$ cat src/hdl/sorted_timer_queue_unit_assert.svh
// Assertion macros shared by the sorted timer queue RTL.
`ifndef SORTED_TIMER_QUEUE_UNIT_ASSERT_SVH
`define SORTED_TIMER_QUEUE_UNIT_ASSERT_SVH

// Consequent must hold in the same cycle as the antecedent.
`define STQ_ASSERT_SAME(lbl, ck, rn, ante, cons, msg) \
	lbl: assert property (@(posedge ck) disable iff (!rn) (ante) |-> (cons)) \
		else $error(msg);

// Consequent must hold in the cycle after the antecedent.
`define STQ_ASSERT_NEXT(lbl, ck, rn, ante, cons, msg) \
	lbl: assert property (@(posedge ck) disable iff (!rn) (ante) |=> (cons)) \
		else $error(msg);

`endif

$ cat src/hdl/stq_pkg.sv
// Types and codes of the sorted timer queue.
`default_nettype none

package stq_pkg;

	localparam int OUT_HANDLE_BITS = 8;

	typedef enum logic [1:0] {
		OP_ADD    = 2'd0,
		OP_ADJUST = 2'd1,
		OP_DELETE = 2'd2,
		OP_TICK   = 2'd3
	} op_t;

	typedef enum logic [1:0] {
		ST_OK        = 2'd0,
		ST_FULL      = 2'd1,
		ST_DUP       = 2'd2,
		ST_NOT_FOUND = 2'd3
	} status_t;

	// controller to datapath
	typedef struct packed {
		logic    load;
		logic    look;
		logic    insert;
		logic    remove;
		logic    pop;
		logic    emit;
		status_t status;
		logic    exp_valid;
		logic    last;
	} cmd_t;

	// datapath to controller
	typedef struct packed {
		op_t  op;
		logic found;
		logic full;
		logic head_exp;
		logic next_exp;
		logic out_free;
	} sts_t;

endpackage

`default_nettype wire

$ cat src/hdl/stq_if.sv
// Request and response channel interfaces of the sorted timer queue.
`default_nettype none

interface stq_in_if #(
	parameter int HANDLE_BITS = 8,
	parameter int TIME_BITS   = 32
) ();
	logic                   valid;
	logic                   ready;
	logic [1:0]             op;
	logic [HANDLE_BITS-1:0] handle;
	logic [TIME_BITS-1:0]   expire_time;
	logic [TIME_BITS-1:0]   now;

	modport source (output valid, op, handle, expire_time, now, input ready);
	modport sink (input valid, op, handle, expire_time, now, output ready);
endinterface

interface stq_out_if ();
	logic                                valid;
	logic                                ready;
	logic [1:0]                          status;
	logic                                expired_valid;
	logic [stq_pkg::OUT_HANDLE_BITS-1:0] expired_handle;
	logic                                last;

	modport source (output valid, status, expired_valid, expired_handle, last, input ready);
	modport sink (input valid, status, expired_valid, expired_handle, last, output ready);
endinterface

`default_nettype wire

$ cat src/hdl/sorted_timer_queue_unit.sv
// Top level of the sorted timer queue.
//
// req carries one operation per transaction: add, adjust expiry, delete, or
// tick with the current time. rsp returns one transaction for add, adjust and
// delete (status only, last set), and for tick one transaction per expired
// timer in expiry order with last on the final one, or a single empty
// transaction when nothing has expired.
// Timing: the controller takes one request at a time. A request passes a
// lookup state and then an update state; the response register loads at the end
// of the update state and req.ready returns the cycle after. Adjust adds a
// reinsert state (remove, then reinsert), and tick pops the head cell once
// per expired timer, one pop per cycle while rsp is free, or emits one
// empty response when nothing has expired.
// The lookup compares all cells against the handle at once; insertion and
// removal shift the cells from the affected position on by one place at once.
// Reset empties the queue; stored cells need no clearing.
// A stalled rsp holds its transaction and the controller waits to update.
`default_nettype none

module sorted_timer_queue_unit #(
	parameter int DEPTH       = 16,
	parameter int HANDLE_BITS = 8,
	parameter int TIME_BITS   = 32
) (
	input wire logic  clk,
	input wire logic  arst_n,
	stq_in_if.sink    req,
	stq_out_if.source rsp
);

	`include "sorted_timer_queue_unit_assert.svh"

	stq_pkg::cmd_t cmd;
	stq_pkg::sts_t sts;
	logic          ready;

	assign req.ready = ready;

	stq_ctrl u_ctrl (
		.clk      (clk),
		.arst_n   (arst_n),
		.in_valid (req.valid),
		.in_ready (ready),
		.sts      (sts),
		.cmd      (cmd)
	);

	stq_dp #(
		.DEPTH       (DEPTH),
		.HANDLE_BITS (HANDLE_BITS),
		.TIME_BITS   (TIME_BITS)
	) u_dp (
		.clk            (clk),
		.arst_n         (arst_n),
		.cmd            (cmd),
		.sts            (sts),
		.op             (req.op),
		.handle         (req.handle),
		.expire_time    (req.expire_time),
		.now            (req.now),
		.out_valid      (rsp.valid),
		.out_ready      (rsp.ready),
		.status         (rsp.status),
		.expired_valid  (rsp.expired_valid),
		.expired_handle (rsp.expired_handle),
		.last           (rsp.last)
	);

	`STQ_ASSERT_NEXT(a_one_request, clk, arst_n, req.valid && req.ready, !req.ready, "request taken while busy")
	`STQ_ASSERT_SAME(a_empty_is_last, clk, arst_n, rsp.valid && !rsp.expired_valid, rsp.last, "non-expiry response without last")
	`STQ_ASSERT_SAME(a_expired_ok, clk, arst_n, rsp.valid && rsp.expired_valid, rsp.status == stq_pkg::ST_OK, "expired timer with error status")
	`STQ_ASSERT_SAME(a_no_insert_full, clk, arst_n, cmd.insert, !sts.full, "insert into full queue")

endmodule

`default_nettype wire

$ cat src/hdl/stq_dp.sv
// Datapath: sorted timer cells, operand latches, lookup and response register.
`default_nettype none

module stq_dp #(
	parameter int DEPTH       = 16,
	parameter int HANDLE_BITS = 8,
	parameter int TIME_BITS   = 32
) (
	input  wire logic                                clk,
	input  wire logic                                arst_n,
	input  wire stq_pkg::cmd_t                       cmd,
	output stq_pkg::sts_t                            sts,
	input  wire logic [1:0]                          op,
	input  wire logic [HANDLE_BITS-1:0]              handle,
	input  wire logic [TIME_BITS-1:0]                expire_time,
	input  wire logic [TIME_BITS-1:0]                now,
	output logic                                     out_valid,
	input  wire logic                                out_ready,
	output logic [1:0]                               status,
	output logic                                     expired_valid,
	output logic [stq_pkg::OUT_HANDLE_BITS-1:0]      expired_handle,
	output logic                                     last
);

	localparam int CNT_W = $clog2(DEPTH + 1);
	localparam int IDX_W = $clog2(DEPTH);

	logic [TIME_BITS-1:0]   exp_q [DEPTH];
	logic [HANDLE_BITS-1:0] hdl_q [DEPTH];
	logic [CNT_W-1:0]       cnt_q;

	stq_pkg::op_t           op_q;
	logic [HANDLE_BITS-1:0] h_q;
	logic [TIME_BITS-1:0]   e_q;
	logic [TIME_BITS-1:0]   now_q;
	logic                   found_q;
	logic [IDX_W-1:0]       pos_q;

	logic                   found_c;
	logic [IDX_W-1:0]       pos_c;
	logic [DEPTH-1:0]       gt;

	logic [HANDLE_BITS+stq_pkg::OUT_HANDLE_BITS-1:0] head_ext;
	logic                                            out_valid_q;

	// Latch the operands of the accepted transaction.
	always_ff @(posedge clk) begin
		if (cmd.load) begin
			op_q  <= stq_pkg::op_t'(op);
			h_q   <= handle;
			e_q   <= expire_time;
			now_q <= now;
		end
	end

	// Handles are unique, so at most one cell matches: OR its index together.
	always_comb begin
		found_c = 1'b0;
		pos_c   = '0;
		for (int i = 0; i < DEPTH; i++) begin
			if ((CNT_W'(i) < cnt_q) && (hdl_q[i] == h_q)) begin
				found_c = 1'b1;
				pos_c   = pos_c | IDX_W'(i);
			end
		end
	end

	always_ff @(posedge clk) begin
		if (cmd.look) begin
			found_q <= found_c;
			pos_q   <= pos_c;
		end
	end

	for (genvar g = 0; g < DEPTH; g++) begin : g_cell
		logic                   ins_prev;
		logic                   first;
		logic [TIME_BITS-1:0]   prev_e;
		logic [HANDLE_BITS-1:0] prev_h;
		logic [TIME_BITS-1:0]   next_e;
		logic [HANDLE_BITS-1:0] next_h;

		// Empty cells count as later than any new expiry.
		assign gt[g] = !(CNT_W'(g) < cnt_q) || (exp_q[g] > e_q);

		if (g == 0) begin : g_head
			assign ins_prev = 1'b0;
			assign prev_e   = e_q;
			assign prev_h   = h_q;
		end else begin : g_body
			assign ins_prev = gt[g-1];
			assign prev_e   = exp_q[g-1];
			assign prev_h   = hdl_q[g-1];
		end

		if (g == DEPTH - 1) begin : g_tail
			assign next_e = exp_q[g];
			assign next_h = hdl_q[g];
		end else begin : g_inner
			assign next_e = exp_q[g+1];
			assign next_h = hdl_q[g+1];
		end

		assign first = gt[g] && !ins_prev;

		always_ff @(posedge clk) begin
			if (cmd.insert) begin
				if (first) begin
					exp_q[g] <= e_q;
					hdl_q[g] <= h_q;
				end else if (ins_prev) begin
					exp_q[g] <= prev_e;
					hdl_q[g] <= prev_h;
				end
			end else if ((cmd.remove && (IDX_W'(g) >= pos_q)) || cmd.pop) begin
				exp_q[g] <= next_e;
				hdl_q[g] <= next_h;
			end
		end
	end

	always_ff @(posedge clk or negedge arst_n) begin
		if (!arst_n) begin
			cnt_q <= '0;
		end else if (cmd.insert) begin
			cnt_q <= cnt_q + CNT_W'(1);
		end else if (cmd.remove || cmd.pop) begin
			cnt_q <= cnt_q - CNT_W'(1);
		end
	end

	assign head_ext = {{stq_pkg::OUT_HANDLE_BITS{1'b0}}, hdl_q[0]};

	// Response register: refill when empty or being drained.
	always_ff @(posedge clk or negedge arst_n) begin
		if (!arst_n) begin
			out_valid_q <= 1'b0;
		end else if (cmd.emit) begin
			out_valid_q <= 1'b1;
		end else if (out_ready) begin
			out_valid_q <= 1'b0;
		end
	end

	always_ff @(posedge clk) begin
		if (cmd.emit) begin
			status         <= cmd.status;
			expired_valid  <= cmd.exp_valid;
			expired_handle <= cmd.exp_valid ? head_ext[stq_pkg::OUT_HANDLE_BITS-1:0] : '0;
			last           <= cmd.last;
		end
	end

	assign out_valid = out_valid_q;

	always_comb begin
		sts.op       = op_q;
		sts.found    = found_q;
		sts.full     = (cnt_q == CNT_W'(DEPTH));
		sts.head_exp = (cnt_q != '0) && (exp_q[0] <= now_q);
		sts.next_exp = (cnt_q > CNT_W'(1)) && (exp_q[1] <= now_q);
		sts.out_free = !out_valid_q || out_ready;
	end

endmodule

`default_nettype wire

$ cat src/hdl/stq_ctrl.sv
// Controller: sequences lookup, update and response of each transaction.
`default_nettype none

module stq_ctrl (
	input  wire logic          clk,
	input  wire logic          arst_n,
	input  wire logic          in_valid,
	output logic               in_ready,
	input  wire stq_pkg::sts_t sts,
	output stq_pkg::cmd_t      cmd
);

	typedef enum logic [2:0] {
		S_IDLE,
		S_LOOK,
		S_APPLY,
		S_REINS,
		S_TICK
	} state_t;

	state_t state_q;
	logic   ready_q;

	assign in_ready = ready_q;

	always_comb begin
		cmd        = '0;
		cmd.status = stq_pkg::ST_OK;
		cmd.load   = ready_q && in_valid;
		unique case (state_q)
			S_IDLE: begin
			end
			S_LOOK: begin
				cmd.look = 1'b1;
			end
			S_APPLY: begin
				if (sts.out_free) begin
					unique case (sts.op)
						stq_pkg::OP_ADD: begin
							cmd.emit = 1'b1;
							cmd.last = 1'b1;
							if (sts.found) begin
								cmd.status = stq_pkg::ST_DUP;
							end else if (sts.full) begin
								cmd.status = stq_pkg::ST_FULL;
							end else begin
								cmd.insert = 1'b1;
							end
						end
						stq_pkg::OP_ADJUST: begin
							// reinsert and respond from S_REINS
							if (sts.found) begin
								cmd.remove = 1'b1;
							end else begin
								cmd.emit   = 1'b1;
								cmd.last   = 1'b1;
								cmd.status = stq_pkg::ST_NOT_FOUND;
							end
						end
						stq_pkg::OP_DELETE: begin
							cmd.emit = 1'b1;
							cmd.last = 1'b1;
							if (sts.found) begin
								cmd.remove = 1'b1;
							end else begin
								cmd.status = stq_pkg::ST_NOT_FOUND;
							end
						end
						stq_pkg::OP_TICK: begin
						end
					endcase
				end
			end
			S_REINS: begin
				if (sts.out_free) begin
					cmd.insert = 1'b1;
					cmd.emit   = 1'b1;
					cmd.last   = 1'b1;
				end
			end
			S_TICK: begin
				if (sts.out_free) begin
					cmd.emit = 1'b1;
					if (sts.head_exp) begin
						cmd.pop       = 1'b1;
						cmd.exp_valid = 1'b1;
						cmd.last      = !sts.next_exp;
					end else begin
						cmd.last = 1'b1;
					end
				end
			end
			default: begin
			end
		endcase
	end

	always_ff @(posedge clk or negedge arst_n) begin
		if (!arst_n) begin
			state_q <= S_IDLE;
			ready_q <= 1'b1;
		end else begin
			unique case (state_q)
				S_IDLE: begin
					if (cmd.load) begin
						state_q <= S_LOOK;
						ready_q <= 1'b0;
					end
				end
				S_LOOK: begin
					state_q <= (sts.op == stq_pkg::OP_TICK) ? S_TICK : S_APPLY;
				end
				S_APPLY: begin
					if (sts.out_free) begin
						if ((sts.op == stq_pkg::OP_ADJUST) && sts.found) begin
							state_q <= S_REINS;
						end else begin
							state_q <= S_IDLE;
							ready_q <= 1'b1;
						end
					end
				end
				S_REINS: begin
					if (sts.out_free) begin
						state_q <= S_IDLE;
						ready_q <= 1'b1;
					end
				end
				S_TICK: begin
					if (cmd.emit && cmd.last) begin
						state_q <= S_IDLE;
						ready_q <= 1'b1;
					end
				end
				default: begin
					state_q <= S_IDLE;
					ready_q <= 1'b1;
				end
			endcase
		end
	end

endmodule

`default_nettype wire
$ cat src/flat_wrapper.sv
// flat-port wrapper written by rule: the top's interface ports become plain ports
module sorted_timer_queue_unit_flat 
#(
	parameter int DEPTH       = 16,
	parameter int HANDLE_BITS = 8,
	parameter int TIME_BITS   = 32
)
  (clk, arst_n, req_valid, req_op, req_handle, req_expire_time, req_now, req_ready, rsp_valid, rsp_status, rsp_expired_valid, rsp_expired_handle, rsp_last, rsp_ready);
  stq_in_if #(.HANDLE_BITS(HANDLE_BITS), .TIME_BITS(TIME_BITS)) req_i ();
  stq_out_if rsp_i ();
  input wire logic clk;
  input wire logic arst_n;
  input wire logic [$bits(req_i.valid)-1:0] req_valid;
  input wire logic [$bits(req_i.op)-1:0] req_op;
  input wire logic [$bits(req_i.handle)-1:0] req_handle;
  input wire logic [$bits(req_i.expire_time)-1:0] req_expire_time;
  input wire logic [$bits(req_i.now)-1:0] req_now;
  output wire logic [$bits(req_i.ready)-1:0] req_ready;
  output wire logic [$bits(rsp_i.valid)-1:0] rsp_valid;
  output wire logic [$bits(rsp_i.status)-1:0] rsp_status;
  output wire logic [$bits(rsp_i.expired_valid)-1:0] rsp_expired_valid;
  output wire logic [$bits(rsp_i.expired_handle)-1:0] rsp_expired_handle;
  output wire logic [$bits(rsp_i.last)-1:0] rsp_last;
  input wire logic [$bits(rsp_i.ready)-1:0] rsp_ready;
  assign req_i.valid = req_valid;
  assign req_i.op = req_op;
  assign req_i.handle = req_handle;
  assign req_i.expire_time = req_expire_time;
  assign req_i.now = req_now;
  assign req_ready = req_i.ready;
  assign rsp_valid = rsp_i.valid;
  assign rsp_status = rsp_i.status;
  assign rsp_expired_valid = rsp_i.expired_valid;
  assign rsp_expired_handle = rsp_i.expired_handle;
  assign rsp_last = rsp_i.last;
  assign rsp_i.ready = rsp_ready;
  sorted_timer_queue_unit #(.DEPTH(DEPTH), .HANDLE_BITS(HANDLE_BITS), .TIME_BITS(TIME_BITS)) u_core (.clk(clk), .arst_n(arst_n), .req(req_i), .rsp(rsp_i));
endmodule
$ cat config.mk
export PLATFORM = sky130hd
export DESIGN_NAME = sorted_timer_queue_unit_flat
export DESIGN_NICKNAME = d
export VERILOG_FILES = /design/src/hdl/stq_pkg.sv /design/src/hdl/stq_if.sv /design/src/hdl/sorted_timer_queue_unit.sv /design/src/hdl/stq_dp.sv /design/src/hdl/stq_ctrl.sv /design/src/flat_wrapper.sv
export VERILOG_INCLUDE_DIRS = /design/src /design/src/hdl
export SDC_FILE = /design/constraint.sdc
export NUM_CORES = 2
export LEC_CHECK = 0
export BUFFER_PORTS_ARGS = -buffer_cell sky130_fd_sc_hd__buf_2
export CORE_MARGIN = 2
export CORE_UTILIZATION = 50
export DETAILED_ROUTE_END_ITERATION = 10
export HOLD_SLACK_MARGIN = 0.12
export PLACE_DENSITY = 0.75
export SLEW_MARGIN = 5
export SYNTH_ARGS = -nofsm -noshare
export SYNTH_HDL_FRONTEND = slang
export SYNTH_HIERARCHICAL = 1
export SYNTH_SLANG_ARGS = --single-unit
export TNS_END_PERCENT = 50
$ cat constraint.sdc
create_clock -name clk -period 6.63 [get_ports clk]
set_clock_uncertainty 0.1 [all_clocks]
set_input_delay 0.663 -clock clk [delete_from_list [all_inputs] [get_ports clk]]
set_output_delay 0.663 -clock clk [all_outputs]
set_load 0.1 [all_outputs]
# Word level (Yosys, flattened, before mapping)
# Memories as Yosys holds them, arrays and structs flattened.
# Index checks and enable logic that the tools add are counted.
totals:
  out_inout_bits: 14
  inputBits: 78
  ff_bits: 101
  mem_bits_rw: 640
  mem_count: 2
mem_list:
  columns: ["memory", "depth", "word_bits", "rd", "rd_ports_with_merged_regs", "write_ports", "line", "source"]
  rows:
  - ["u_core.u_dp.exp_q", 16, 32, 16, 0, 16, "stq_dp.sv:28", "logic [TIME_BITS-1:0] exp_q [DEPTH];"]
  - ["u_core.u_dp.hdl_q", 16, 8, 16, 0, 16, "stq_dp.sv:29", "logic [HANDLE_BITS-1:0] hdl_q [DEPTH];"]
classes:
  n_addsub: 2
  n_reduce_logical: 133
  n_mux: 273
  n_eq_ne: 29
  bitwise: 63
  n_lt_le_gt_ge: 51
op_table:
  columns: ["cell", "n"]
  rows:
  - ["2-to-1 mux 32 bit", 31]
  - ["> comparator 32 bit", 16]
  - ["2-to-1 mux 8 bit", 31]
  - ["2-to-1 mux 1 bit", 181]
  - ["== test 8 bit", 16]
  - ["<= comparator 32 bit", 2]
  - ["OR 1 bit", 62]
  - ["logical AND 1 bit", 52]
  - ["less-than comparator 4 x 5 -> 1 bit (first input constant)", 8]
  - ["logical OR 1 bit", 34]
  - ["zero test 1 bit", 33]
  - ["2-to-1 mux 3 bit", 11]
  - ["greater-or-equal comparator 4 bit (first input constant)", 8]
  - ["less-than comparator 3 x 5 -> 1 bit (first input constant)", 4]
  - ["2-to-1 mux 2 bit", 10]
  - ["greater-or-equal comparator 3 x 4 -> 1 bit (first input constant)", 4]
  - ["case mux 3 bit (5 select lines)", 1]
  - ["OR reduction 15 bit", 1]
  - ["less-than comparator 1 x 5 -> 1 bit (first input constant)", 2]
  - ["less-than comparator 2 x 5 -> 1 bit (first input constant)", 2]
  - ["2-to-1 mux 5 bit", 2]
  - ["case mux 3 bit (3 select lines)", 1]
  - ["greater-or-equal comparator 1 x 4 -> 1 bit (first input constant)", 2]
  - ["greater-or-equal comparator 2 x 4 -> 1 bit (first input constant)", 2]
  - ["25 further kinds", 35]

# Longest topological paths before layout
# An unclocked memory read counts as a cell.
logic_depth:
  depth_word: 14
  ltp_mapped: 20
  ltp_nobuf: 16

# By module
# The synthesis kept the hierarchy.
modules_own_cells:
  columns: ["module", "seq_area_each_um2", "cells_each", "area_each_um2", "instances"]
  rows:
  - ["stq_dp", 22101.2, 4686, 50003.0, 1]
  - ["stq_ctrl", 101.3, 62, 480.5, 1]

# Worst setup path after synthesis
# Ideal clock, no wire load.
synth_timing:
  path_kind: "flip-flop to flip-flop"
  startpoint: "register u_core.u_dp.e_q[13]"
  endpoint: "memory u_core.u_dp.exp_q[15][0], in the netlist u_core/u_dp/exp_q[1][224], enable pin"
  setup_slack_ns: 1.541
  path_stages_with_launch: 11
  t_arrival_ns: 4.529
  path_cell_list: "edfxtp_1 > clkbuf_1 > inv_1 > ha_1 > nand4_1 > or3_1 > a21oi_1 > and3b_1 > a21oi_1 > o22ai_1 > a41oi_1"
synth_rtl:
  columns: ["item", "line", "source"]
  rows:
  - ["start: declaration", "stq_dp.sv:34", "logic [TIME_BITS-1:0] e_q;"]
  - ["start signal: assignment", "stq_dp.sv:51", "e_q <= expire_time;"]
  - ["end: declaration", "stq_dp.sv:28", null]

==> flow_summary.json <==
{
  "status": "finished, final reports clean",
  "ir_worst_vdd_mv": 0.239,
  "synth_edf_count": 731,
  "h-tree-depth": 3,
  "finalHoldViolCount": 0,
  "post_cts_buffers": 0,
  "ys_warn_count": 6,
  "wl_per_cell_um": 23.8,
  "dp_hpwl_mm": 108,
  "rsz0062_at_grt": "false",
  "clk_pin_slew_worst_paths_ns": 0.06,
  "clock_sinks": 741,
  "fin_setup_tns_ns": 0,
  "grt_max_degree": 83,
  "worstSetupEndpointType": "flip-flop",
  "dpl_cell_area_sq_um": 52500,
  "antenna_found_initial": 2,
  "period_needed_ns": 5.53,
  "cts_made_buffers": 85,
  "drive_above_1_share_pct": 11.8,
  "start_kind": "flip-flop",
  "worstMarginPinSlew_ns": 1.23,
  "setup_viol": 0,
  "clk_latency_ns": 0.68,
  "criticalPathCategory": "reg2reg",
  "grt.overflow.total": 0,
  "p_leak_nw": 22.8,
  "coreArea_sq_um": 100000,
  "cts_resized": 0,
  "slew_violations": 0,
  "drcViolationCount": 0,
  "routed_wl_mm": 147,
  "antenna_left": 0,
  "cp.arrival_ns": 5.48,
  "netlist_area_sq_um": 50500,
  "die_w_um": 322,
  "hold_buffers": 75,
  "top_usage_layer": "met2",
  "layout.nets": 5495,
  "max_cap_violations": 0,
  "drtIter0Drc": 3731,
  "fin_crit_sh_pct": 83.4,
  "numPortBuffers": 91,
  "relSlewSlack_pct": 17.5,
  "die_h_um": 322,
  "core.rowCount": 116,
  "ys_async_sr_fraction_pct": 1.35,
  "grt.met1_usage_pct": 36.7,
  "first_global_vias": 39500,
  "num_antenna_cells": 0,
  "syn2layout_area_growth_pct": 10.9,
  "avgSynthCellArea_sq_um": 10.6,
  "die_area_sq_um": 104000,
  "use_met3_pct": 3.18,
  "place_congestion": 0.897,
  "synth_seq_cells": 741,
  "grt_util_met2_pct": 47.1,
  "hold_path_class": "in2async",
  "grtUsageTotal_pct": 28.0,
  "ctsRootBufferMaster": "clkbuf_16",
  "first_pass_iters": 5,
  "power_density_nw_per_um2": 254,
  "crit_fanout": 40,
  "cts_buffer_depth": 3,
  "synth_nets": 5410,
  "ys_seq_area_share_pct": 44.0,
  "power_w": 0.0142,
  "dp.cells": 5969,
  "required_ns": 6.58,
  "synth.distinct_cells": 84,
  "vias": 39900,
  "design_area_sq_um": 56000,
  "cts_tree": "built",
  "max_freq_mhz": 181,
  "grt_pass1_wl_mm": 227,
  "synthCells": 4748,
  "synth_ff_type": "edfxtp_1",
  "ioPinCount": 92,
  "vias_per_cell": 6.44,
  "finalNonFillerCells": 6201,
  "floorplan.initialDensity_pct": 50.4,
  "final_core_util_pct": 55.9
}
==> metal layers <==
layer | vias to the layer above | share of wire, %
met1 | 19600 | 41
met4 | 2 | 3.8
met2 | 1780 | 48
li1 | 18100 | -
met5 | - | 0.0088
met3 | 411 | 7.4
==> cells in the final DEF, fill, tap and decap left out, types with 13 or more instances in the layout <==
cell type,count
inv_1,131
buf_2,91
o21ai_0,280
mux2i_1,437
a221oi_1,29
edfxtp_1,731
xnor2_1,64
nand4_1,132
nor2b_1,32
a21oi_1,320
nand3_1,98
buf_4,106
nor3_1,29
a31oi_1,23
nand2_1,536
ha_1,584
xor2_1,68
or2_2,45
o21a_1,19
nor2_1,238
dlygate4sd3_1,75
o211ai_1,66
nand2b_1,17
clkinv_1,16
a21o_1,43
clkbuf_16,85
a211oi_1,23
o221a_2,47
clkbuf_1,20
o221ai_1,13
nor4_1,38
clkinv_2,15
mux2_2,118
o21ai_1,133
==> critical path: stages, from the launching register on <==
cell      delay [ns]
edfxtp_1        0.44
ha_1            0.32
nand4_1         0.27
nor2_1          0.18
a211oi_1        0.09
o21ai_0         0.35
a221oi_1        0.23
a21oi_1         0.22
nor2_1          0.14
and4_2          0.32
inv_1           0.18
a21oi_4         0.13
a31oi_2         0.70
buf_4           0.35
nand3_2         0.88
==> sequential cells by signal (all words and copies together), names as in the netlist, 2 cells and up <==
signal and cells:
u_core/u_ctrl/state_q 3, u_core/u_dp/cnt_q 5, u_core/u_dp/e_q 32, u_core/u_dp/exp_q 512, u_core/u_dp/expired_handle 8, u_core/u_dp/g_cell.prev_h 8
u_core/u_dp/hdl_q 128, u_core/u_dp/now_q 32, u_core/u_dp/op_q 2, u_core/u_dp/pos_q 4, u_core/u_dp/status 2
==> per-stage QoR <==
step	hold WS, ns	setup WS [ns]
after global placement	0.421	1.41
after global routing	0.381	0.957
after detailed placement	0.419	1.35
after floorplan	0.267	1.54
final	0.355	1.10
after CTS	0.383	1.33
==> area by class of cell <==
cell class                      instances  area [sq um]
Fill cell                            8498         44200
Multi-Input combinational cell       3600         26800
Sequential cell                       741         22200
Inverter                              131           492
Timing Repair Buffer                  274          2040
Tap cell                             1298          1620
Clock inverter                         49           526
Clock buffer                          108          2240
==> path summary, 6_finish.rpt <==
path,start,to,slack [ns],depth (start not counted)
max reg2reg,u_core/u_dp/exp_q[0][11],u_core/u_dp/exp_q[0][199],1.10,14
min in group clk,req_valid,u_core/u_ctrl/state_q[1],0.40,5
min reg2reg,u_core/u_ctrl/in_ready,u_core/u_ctrl/in_ready,0.43,2
min,arst_n,u_core/u_dp/cnt_q[4],0.35,2
max in group asynchronous,arst_n,u_core/u_ctrl/in_ready,5.80,2
max,u_core/u_dp/exp_q[0][11],u_core/u_dp/exp_q[0][199],1.10,14
==> cells by family (layout without fill, tap and decap cells) <==
kind of cell / after synthesis / count (layout) / share of synthesized area (%)
buffers and inverters: 407 / 562 / 3.47
adder cells (fa/ha/maj): 584 / 584 / 14.5
AO/OA/AOI/OAI: 1095 / 1095 / 13.3
flip-flops: 741 / 741 / 44.0
XOR/XNOR: 132 / 132 / 2.29
multiplexers: 555 / 555 / 11.3
AND/OR/NAND/NOR: 1234 / 1234 / 11.2
==> synthesized netlist by cell type, types with 104 or more instances <==
cell type | count | area share (%)
o21ai_0 | 280 | 2.8
mux2_2 | 118 | 2.6
edfxtp_1 | 731 | 43
ha_1 | 584 | 14
mux2i_1 | 437 | 8.7
nand4_1 | 132 | 1.6
nand3_1 | 104 | 1.0
nor2_1 | 242 | 1.8
inv_1 | 131 | 0.97
clkbuf_1 | 183 | 1.4
a21oi_1 | 323 | 3.2
o21ai_1 | 139 | 1.4
nand2_1 | 539 | 4.0
==> where the power goes <==
group | leakage, nW | internal, W | switching, W
Sequential | 6.73 | 0.00571 | 0.000355
Combinational | 14.8 | 0.00122 | 0.00213
Clock | 1.35 | 0.00276 | 0.00205
Total | 22.8 | 0.00969 | 0.00454
Note: power is estimated with default switching activity, not from simulation.
